==> src/brss_pkg.sv <==
// ----------------------------------------------------------------------------
// Byte-range sector splitter package
// Field widths, codes and the result record shared by the splitter.
// ----------------------------------------------------------------------------
`default_nettype none

package brss_pkg;

	localparam int SECTOR_BYTES = 512;
	localparam int SECTOR_SHIFT = 9;
	localparam int MAX_BATCH    = 255;

	localparam int LBA_W  = 28;
	localparam int BYTE_W = 38;
	localparam int POS_W  = 37;
	localparam int OFF_W  = 9;
	localparam int COPY_W = 10;
	localparam int CNT_W  = 8;
	localparam int OP_W   = 2;
	localparam int ST_W   = 3;

	localparam int IN_DATA_W  = 80;
	localparam int OUT_DATA_W = 136;

	localparam logic [LBA_W:0] LBA_LIMIT = 29'h0fff_ffff;

	localparam logic [OP_W-1:0] OP_NONE  = 2'd0;
	localparam logic [OP_W-1:0] OP_READ  = 2'd1;
	localparam logic [OP_W-1:0] OP_WRITE = 2'd2;

	localparam logic [ST_W-1:0] ST_ISSUED  = 3'd0;
	localparam logic [ST_W-1:0] ST_DONE    = 3'd1;
	localparam logic [ST_W-1:0] ST_EMPTY   = 3'd2;
	localparam logic [ST_W-1:0] ST_FAILED  = 3'd3;
	localparam logic [ST_W-1:0] ST_IGNORED = 3'd4;

	typedef struct packed {
		logic [OP_W-1:0]   op;
		logic              via_bounce;
		logic [LBA_W-1:0]  lba;
		logic [CNT_W-1:0]  sector_total;
		logic [POS_W-1:0]  user_offset;
		logic [OFF_W-1:0]  bounce_offset;
		logic [COPY_W-1:0] copy_bytes;
		logic              finished;
		logic [ST_W-1:0]   status;
		logic [POS_W-1:0]  transferred;
	} res_t;

	function automatic logic [CNT_W-1:0] batch_count(input logic [POS_W-1:0] left);
		logic [POS_W-SECTOR_SHIFT-1:0] whole;
		whole = left[POS_W-1:SECTOR_SHIFT];
		if (whole > (POS_W-SECTOR_SHIFT)'(MAX_BATCH))
			return CNT_W'(MAX_BATCH);
		return whole[CNT_W-1:0];
	endfunction

endpackage

`default_nettype wire

==> src/byte_range_sector_splitter.sv <==
// ----------------------------------------------------------------------------
// Byte-range sector splitter
// Splits byte-range disk requests into sector commands with bounce merges.
// ----------------------------------------------------------------------------
// Usage:
//   s_axis carries one item per transfer: tuser is the kind (new request or
//   completion), tdata the request fields and the completion flag. m_axis
//   returns exactly one result item per input item: tdata holds the command,
//   tlast marks the result that ends the request, tuser the status code.
//   disk_sectors is loaded through cfg_wr_en / cfg_wr_data; the user must do so while idle (not enforced).
// Timing:
//   An accepted item is held in an input register; its result is loaded into
//   the output register once that register is free. The state
//   update and result come from one pass of logic, so one item per cycle is
//   sustained while m_axis_tready stays high.
// Reset and stall:
//   arst_n clears the request state to idle, disk_sectors to zero and both
//   registers to empty. While m_axis_tready is low, the result holds and one
//   more item may wait in the input register; then s_axis_tready drops.
// ----------------------------------------------------------------------------
`default_nettype none

module byte_range_sector_splitter import brss_pkg::*; (
	input  wire logic                  clk,
	input  wire logic                  arst_n,
	input  wire logic                  cfg_wr_en,
	input  wire logic [LBA_W-1:0]      cfg_wr_data,   // disk_sectors
	input  wire logic                  s_axis_tvalid,
	output logic                       s_axis_tready,
	input  wire logic [IN_DATA_W-1:0]  s_axis_tdata,  // is_write, byte_offset, byte_length, cmd_ok
	input  wire logic                  s_axis_tuser,  // kind
	output logic                       m_axis_tvalid,
	input  wire logic                  m_axis_tready,
	output logic [OUT_DATA_W-1:0]      m_axis_tdata,  // op, via_bounce, lba, sector_total,
	                                                  // user_offset, bounce_offset, copy_bytes,
	                                                  // transferred
	output logic [ST_W-1:0]            m_axis_tuser,  // status
	output logic                       m_axis_tlast   // finished
);

	typedef enum logic [2:0] {
		PH_IDLE,
		PH_HEAD_READ,
		PH_HEAD_WRITE,
		PH_BATCH,
		PH_TAIL_READ,
		PH_TAIL_WRITE
	} phase_t;

	logic [LBA_W-1:0]  disk_sectors_q;
	phase_t            phase_q, phase_d;
	logic              wmode_q, wmode_d;
	logic [LBA_W-1:0]  nsec_q, nsec_d;
	logic [POS_W-1:0]  left_q, left_d;
	logic [POS_W-1:0]  upos_q, upos_d;
	logic [POS_W-1:0]  rbytes_q, rbytes_d;
	logic [OFF_W-1:0]  moff_q, moff_d;
	logic [COPY_W-1:0] mlen_q, mlen_d;

	logic              valid_s1;
	logic              kind_s1;
	logic              wr_s1;
	logic [BYTE_W-1:0] off_s1;
	logic [BYTE_W-1:0] len_s1;
	logic              ok_s1;

	logic              out_valid_q;
	res_t              out_q;
	res_t              res;

	logic              out_free;
	logic              advance;

	logic [POS_W-1:0]  disk_bytes;
	logic [POS_W-1:0]  room;
	logic [POS_W-1:0]  clamp;
	logic [COPY_W-1:0] avail;
	logic [CNT_W-1:0]  cur_batch;
	logic [POS_W-1:0]  cur_batch_bytes;

	logic              body_go;
	logic              body_wm;
	logic [POS_W-1:0]  body_left;
	logic [LBA_W-1:0]  body_nsec;
	logic [POS_W-1:0]  body_upos;
	logic [POS_W-1:0]  body_rbytes;
	logic [CNT_W-1:0]  body_batch;
	logic [LBA_W:0]    body_last;

	assign out_free      = !out_valid_q || m_axis_tready;
	assign advance       = valid_s1 && out_free;
	assign s_axis_tready = !valid_s1 || out_free;

	assign disk_bytes = {disk_sectors_q, {SECTOR_SHIFT{1'b0}}};
	assign room       = disk_bytes - off_s1[POS_W-1:0];
	assign clamp      = (len_s1 > {1'b0, room}) ? room : len_s1[POS_W-1:0];
	assign avail      = COPY_W'(SECTOR_BYTES) - {1'b0, off_s1[OFF_W-1:0]};

	assign cur_batch       = batch_count(left_q);
	assign cur_batch_bytes = {(POS_W-SECTOR_SHIFT-CNT_W)'(0), cur_batch, {SECTOR_SHIFT{1'b0}}};

	assign body_batch = batch_count(body_left);
	assign body_last  = {1'b0, body_nsec} + (LBA_W+1)'(body_batch) - (LBA_W+1)'(1);

	always_comb begin
		phase_d     = phase_q;
		wmode_d     = wmode_q;
		nsec_d      = nsec_q;
		left_d      = left_q;
		upos_d      = upos_q;
		rbytes_d    = rbytes_q;
		moff_d      = moff_q;
		mlen_d      = mlen_q;
		res         = '0;
		body_go     = 1'b0;
		body_wm     = wmode_q;
		body_left   = left_q;
		body_nsec   = nsec_q;
		body_upos   = upos_q;
		body_rbytes = rbytes_q;

		if (!kind_s1) begin
			if (phase_q != PH_IDLE) begin
				res.status = ST_IGNORED;
			end else if (off_s1 >= {1'b0, disk_bytes} || clamp == '0) begin
				phase_d      = PH_IDLE;
				left_d       = '0;
				res.finished = 1'b1;
				res.status   = ST_EMPTY;
			end else begin
				wmode_d  = wr_s1;
				rbytes_d = clamp;
				left_d   = clamp;
				upos_d   = '0;
				nsec_d   = off_s1[SECTOR_SHIFT +: LBA_W];
				if (off_s1[OFF_W-1:0] != '0) begin
					moff_d            = off_s1[OFF_W-1:0];
					mlen_d            = (clamp < POS_W'(avail)) ? clamp[COPY_W-1:0] : avail;
					phase_d           = PH_HEAD_READ;
					res.op            = OP_READ;
					res.via_bounce    = 1'b1;
					res.lba           = off_s1[SECTOR_SHIFT +: LBA_W];
					res.sector_total  = CNT_W'(1);
					res.bounce_offset = off_s1[OFF_W-1:0];
					res.copy_bytes    = wr_s1 ? '0 :
						((clamp < POS_W'(avail)) ? clamp[COPY_W-1:0] : avail);
					res.status        = ST_ISSUED;
				end else begin
					body_go     = 1'b1;
					body_wm     = wr_s1;
					body_left   = clamp;
					body_nsec   = off_s1[SECTOR_SHIFT +: LBA_W];
					body_upos   = '0;
					body_rbytes = clamp;
				end
			end
		end else if (phase_q == PH_IDLE) begin
			res.status = ST_IGNORED;
		end else if (!ok_s1) begin
			phase_d      = PH_IDLE;
			left_d       = '0;
			res.finished = 1'b1;
			res.status   = ST_FAILED;
		end else begin
			case (phase_q)
				PH_HEAD_READ, PH_HEAD_WRITE: begin
					if (phase_q == PH_HEAD_READ && wmode_q) begin
						phase_d           = PH_HEAD_WRITE;
						res.op            = OP_WRITE;
						res.via_bounce    = 1'b1;
						res.lba           = nsec_q;
						res.sector_total  = CNT_W'(1);
						res.user_offset   = upos_q;
						res.bounce_offset = moff_q;
						res.copy_bytes    = mlen_q;
						res.status        = ST_ISSUED;
					end else begin
						upos_d    = upos_q + POS_W'(mlen_q);
						left_d    = left_q - POS_W'(mlen_q);
						nsec_d    = nsec_q + LBA_W'(1);
						body_go   = 1'b1;
						body_left = left_q - POS_W'(mlen_q);
						body_nsec = nsec_q + LBA_W'(1);
						body_upos = upos_q + POS_W'(mlen_q);
					end
				end
				PH_BATCH: begin
					upos_d    = upos_q + cur_batch_bytes;
					left_d    = left_q - cur_batch_bytes;
					nsec_d    = nsec_q + LBA_W'(cur_batch);
					body_go   = 1'b1;
					body_left = left_q - cur_batch_bytes;
					body_nsec = nsec_q + LBA_W'(cur_batch);
					body_upos = upos_q + cur_batch_bytes;
				end
				PH_TAIL_READ: begin
					if (wmode_q) begin
						phase_d          = PH_TAIL_WRITE;
						res.op           = OP_WRITE;
						res.via_bounce   = 1'b1;
						res.lba          = nsec_q;
						res.sector_total = CNT_W'(1);
						res.user_offset  = upos_q;
						res.copy_bytes   = mlen_q;
						res.status       = ST_ISSUED;
					end else begin
						phase_d         = PH_IDLE;
						left_d          = '0;
						res.finished    = 1'b1;
						res.status      = ST_DONE;
						res.transferred = rbytes_q;
					end
				end
				default: begin
					phase_d         = PH_IDLE;
					left_d          = '0;
					res.finished    = 1'b1;
					res.status      = ST_DONE;
					res.transferred = rbytes_q;
				end
			endcase
		end

		if (body_go) begin
			if (body_left[POS_W-1:SECTOR_SHIFT] != '0) begin
				if (body_last > LBA_LIMIT) begin
					phase_d      = PH_IDLE;
					left_d       = '0;
					res.finished = 1'b1;
					res.status   = ST_FAILED;
				end else begin
					phase_d          = PH_BATCH;
					res.op           = body_wm ? OP_WRITE : OP_READ;
					res.lba          = body_nsec;
					res.sector_total = body_batch;
					res.user_offset  = body_upos;
					res.status       = ST_ISSUED;
				end
			end else if (body_left != '0) begin
				moff_d           = '0;
				mlen_d           = body_left[COPY_W-1:0];
				phase_d          = PH_TAIL_READ;
				res.op           = OP_READ;
				res.via_bounce   = 1'b1;
				res.lba          = body_nsec;
				res.sector_total = CNT_W'(1);
				res.user_offset  = body_upos;
				res.copy_bytes   = body_wm ? '0 : body_left[COPY_W-1:0];
				res.status       = ST_ISSUED;
			end else begin
				phase_d         = PH_IDLE;
				left_d          = '0;
				res.finished    = 1'b1;
				res.status      = ST_DONE;
				res.transferred = body_rbytes;
			end
		end
	end

	always_ff @(posedge clk or negedge arst_n) begin
		if (!arst_n) begin
			disk_sectors_q <= '0;
			phase_q        <= PH_IDLE;
			wmode_q        <= 1'b0;
			nsec_q         <= '0;
			left_q         <= '0;
			upos_q         <= '0;
			rbytes_q       <= '0;
			moff_q         <= '0;
			mlen_q         <= '0;
			valid_s1       <= 1'b0;
			kind_s1        <= 1'b0;
			wr_s1          <= 1'b0;
			off_s1         <= '0;
			len_s1         <= '0;
			ok_s1          <= 1'b0;
			out_valid_q    <= 1'b0;
			out_q          <= '0;
		end else begin
			if (cfg_wr_en) begin
				disk_sectors_q <= cfg_wr_data;
			end
			if (s_axis_tvalid && s_axis_tready) begin
				valid_s1 <= 1'b1;
				kind_s1  <= s_axis_tuser;
				wr_s1    <= s_axis_tdata[0];
				off_s1   <= s_axis_tdata[BYTE_W:1];
				len_s1   <= s_axis_tdata[2*BYTE_W:BYTE_W+1];
				ok_s1    <= s_axis_tdata[2*BYTE_W+1];
			end else if (advance) begin
				valid_s1 <= 1'b0;
			end
			if (advance) begin
				phase_q     <= phase_d;
				wmode_q     <= wmode_d;
				nsec_q      <= nsec_d;
				left_q      <= left_d;
				upos_q      <= upos_d;
				rbytes_q    <= rbytes_d;
				moff_q      <= moff_d;
				mlen_q      <= mlen_d;
				out_q       <= res;
				out_valid_q <= 1'b1;
			end else if (m_axis_tready) begin
				out_valid_q <= 1'b0;
			end
		end
	end

	assign m_axis_tvalid = out_valid_q;
	assign m_axis_tlast  = out_q.finished;
	assign m_axis_tuser  = out_q.status;
	assign m_axis_tdata  = {
		(OUT_DATA_W-132)'(0),
		out_q.transferred,
		out_q.copy_bytes,
		out_q.bounce_offset,
		out_q.user_offset,
		out_q.sector_total,
		out_q.lba,
		out_q.via_bounce,
		out_q.op
	};

endmodule

`default_nettype wire
==> config.mk <==
export PLATFORM = sky130hd
export DESIGN_NAME = byte_range_sector_splitter
export DESIGN_NICKNAME = d
export VERILOG_FILES = /design/src/brss_pkg.sv /design/src/byte_range_sector_splitter.sv
export SDC_FILE = /design/constraint.sdc
export NUM_CORES = 2
export LEC_CHECK = 0
export ABC_AREA = 0
export ABC_CLOCK_PERIOD_IN_PS = 23300
export BUFFER_PORTS_ARGS = -buffer_cell sky130_fd_sc_hd__buf_2
export CAP_MARGIN = 5
export CORE_MARGIN = 2
export CORE_UTILIZATION = 60
export CTS_CLUSTER_SIZE = 14
export DETAILED_ROUTE_END_ITERATION = 10
export PLACE_DENSITY = 0.85
export SLEW_MARGIN = 20
export SYNTH_ARGS = -nofsm -noshare
export SYNTH_HDL_FRONTEND = slang
export SYNTH_SLANG_ARGS = --single-unit
==> constraint.sdc <==
create_clock -name clk -period 23.3 [get_ports clk]
set_input_delay 3.495 -clock clk [delete_from_list [all_inputs] [get_ports clk]]
set_output_delay 3.495 -clock clk [all_outputs]
set_load 0.01 [all_outputs]
==> flow_summary_export.csv <==
group,metric,value,unit
route,wl_per_cell,25.05,um
clock_tree,numCtsBuffers,45,
clock_tree,cts-root-buf,"clkbuf_16",
setup_path,cp.arrival,14.92,ns
yosys,synth.distinct_cells,111,
yosys,synth_top_flop_cell,"dfrtp_1",
yosys,synth_top_area_cell,"dfrtp_1",
floorplanning,die_w,226.2,um
timing,clock.fmax,0.06930,GHz
timing,tightest_slew,1.221,ns
cells_and_area,regArea,10190,um^2
power,powerDensity,127.7,nW/um^2
setup_path,setup.worst_path.class,"register to register",
flow_run,maxCapViolCount,0,
timing,min_period,14.43,ns
clock_tree,htree_levels,2,
route,ant_nets,0,
yosys,synthArstFlopShare,100.0,%
timing,finClkSkew,0.03438,ns
timing,rsz0062_at_grt,"false",
clock_tree,cts-resized-gates,0,
floorplanning,ioPinCount,256,
run_status,status,"completed",
power,max-vdd-ir-drop,92.02,uV
grt,grtUsageMet3,9.120,%
placement,io_buffer_count,249,
grt,grt_use_met2,64.54,%
setup_path,cp_slowest_cell,"a2111oi_0",
yosys,seq_area_frac_synth,34.37,%
cells_and_area,areaGrowthSynthToFinish,10.12,%
route,wl,109.4,mm
yosys,synth_edf_count,0,
route,drt_iter0_drc,4652,
timing,finalHoldViolCount,0,
timing,setup_tns,0,ns
placement,gp_congestion,1.040,
grt,met1_usage,56.38,%
yosys,synth.most_common_cell,"nand2_1",
worst_hold_path,hold_class,"register to register",
route,first_pass_iters,6,
yosys,syn_inst,3585,
cells_and_area,nets,3965,
grt,grt_pass1_vias,27990,
timing,relSlewSlack,18.09,%
placement,dpl-instance-area,31040,um^2
clock_tree,cts_hold_buf,0,
route,drc,0,
floorplanning,dieHeight,226.2,um
power,p_leak,14.68,nW
yosys,netlist.area_leader.share,34.37,%
timing,period_share,61.93,%
cells_and_area,drive_above_1_share,14.08,%
route,vias,30140,
placement,dpl.hpwl,78.11,mm
cells_and_area,stdcell_count,4368,
grt,grt_max_degree,164,
yosys,synthTopCellsByCount,"nand2_1, dfrtp_1, o21ai_0",
clock_tree,clock_path_buffers,3,
clock_tree,post_cts_buffers,0,
clock_tree,numClockSinks,407,
yosys,yosysWarningCount,0,
floorplanning,num_rows,81,
clock_tree,path_clk_slew,0.07,ns
floorplanning,initial_core_util,60.66,%
floorplanning,core_area,48850,um^2
cells_and_area,design_area,32630,um^2
grt,grt.busiest_layer,"met2",
floorplanning,fp.dieArea,51180,um^2
cells_and_area,n_fill_cell,4039,
timing,final-max-slew-violation-count,0,
setup_path,worstPathRequired,23.79,ns
grt,grt_overflow,0,
setup_path,setup.worst_path.end_class,"register",
yosys,ys_seq_elements,407,
cells_and_area,final_util,66.79,%
timing,setup_viol,0,
grt,grt_pass1_wl,166.5,mm
cells_and_area,multi_input_area,17760,um^2
yosys,synthTopCellsByArea,"dfrtp_1, ha_1, nand2_1",
route,routed_via_density,6.899,
yosys,syn_area,29630,um^2
setup_path,worstSetupStartpointType,"register",
yosys,synth_area_per_cell,8.265,um^2
timing,whs,0.4796,ns
setup_path,max_stage_delay,1.13,ns
setup_path,cp_max_fo,63,
grt,antenna_found_initial,3,
grt,grtUsageTotal,42.51,%
clock_tree,clk_latency,0.62,ns
clock_tree,cts_tree,"done",
placement,dp.cells,4285,
[report_power, final]
group | switching (mW) | leakage [nW] | internal, mW
Clock | 0.321 | 0.758 | 0.444
Combinational | 1.48 | 8.78 | 0.773
Sequential | 0.270 | 5.15 | 0.874
Total | 2.07 | 14.7 | 2.09
[path summary, 6_finish.rpt]
kind | start | to | slack (ns) | cells after the start
setup / recovery | off_s1[0]$_DFFE_PN0P_ | m_axis_tdata[4]$_DFFE_PN0P_ | 8.87 | 43
hold / removal | m_axis_tdata[2]$_DFFE_PN0P_ | m_axis_tdata[2]$_DFFE_PN0P_ | 0.48 | 2
setup reg to reg | off_s1[0]$_DFFE_PN0P_ | m_axis_tdata[4]$_DFFE_PN0P_ | 8.87 | 43
hold reg to reg | m_axis_tdata[2]$_DFFE_PN0P_ | m_axis_tdata[2]$_DFFE_PN0P_ | 0.48 | 2
max in group asynchronous | arst_n | kind_s1$_DFFE_PN0P_ | 17.99 | 3
min in group asynchronous | arst_n | m_axis_tdata[107]$_DFFE_PN0P_ | 2.91 | 1
[cell usage in the layout, fill, tap and decap left out, types with 66 or more instances in the layout]
cell      count
nand2_1     450
dfrtp_1     406
o21ai_0     327
a21oi_1     274
nor2_1      270
buf_2       248
inv_1       188
ha_1        179
mux2_2       83
nand3_1      73
a221oi_1     70
nor3_1       66
[layout make-up]
type / instances / area share (%)
timing repair buffer: 289 / 4.809
multi-input combinational: 2735 / 54.44
tap: 664 / 2.546
inverter: 190 / 2.186
antenna: 3 / 0.02301
clock inverter: 23 / 1.001
sequential: 407 / 31.23
clock buffer: 57 / 3.773
[worst max-delay path: cells and delay by family, from the launching register on]
family / cells / cell delay (ns)
AOI/OAI and AO/OA: 23 / 7.10
adders and majority gates: 4 / 1.01
xor gates and xnor gates: 1 / 0.49
DFF: 1 / 0.52
and+or+nand+nor: 10 / 3.34
buffers and inverters: 5 / 1.76
[logic make-up (layout without fill, tap and decap cells)]
kind of cell | after synthesis | after routing | share of synthesized area, %
compound gates | 1216 | 1216 | 27.12
xor+xnor | 75 | 75 | 2.217
simple gates | 1141 | 1141 | 18.09
fa+ha+maj | 183 | 183 | 7.829
mux | 116 | 116 | 4.324
other cells | 1 | 7 | 0.01266
flops | 407 | 407 | 34.37
buf+inv | 446 | 559 | 6.030
[registers in the layout, summed over array words and instances (netlist names), 9 cells and up]
name / cells
disk_sectors_q: 28
left_q: 37
len_s1: 38
m_axis_tdata: 132
mlen_q: 10
moff_q: 9
nsec_q: 28
off_s1: 38
rbytes_q: 37
upos_q: 37
[per-stage QoR]
| step | power [mW] | setup slack [ns] |
|---|---|---|
| floorplan | 2.559 | 14.17 |
| global placement | 3.239 | 9.726 |
| detailed placement | 3.271 | 9.762 |
| CTS | 4.051 | 9.612 |
| global route | 4.383 | 8.589 |
| finish | 4.166 | 8.870 |
[metal layers]
layer	wire length [um]	vias to the layer above	part of all wire, %
met5	22	-	0.020
met4	7225	4	6.6
met3	12260	447	11
met2	48180	2052	44
met1	41740	14370	38
li1	-	13270	-
No activity file was read; power rests on OpenSTA's default activity.
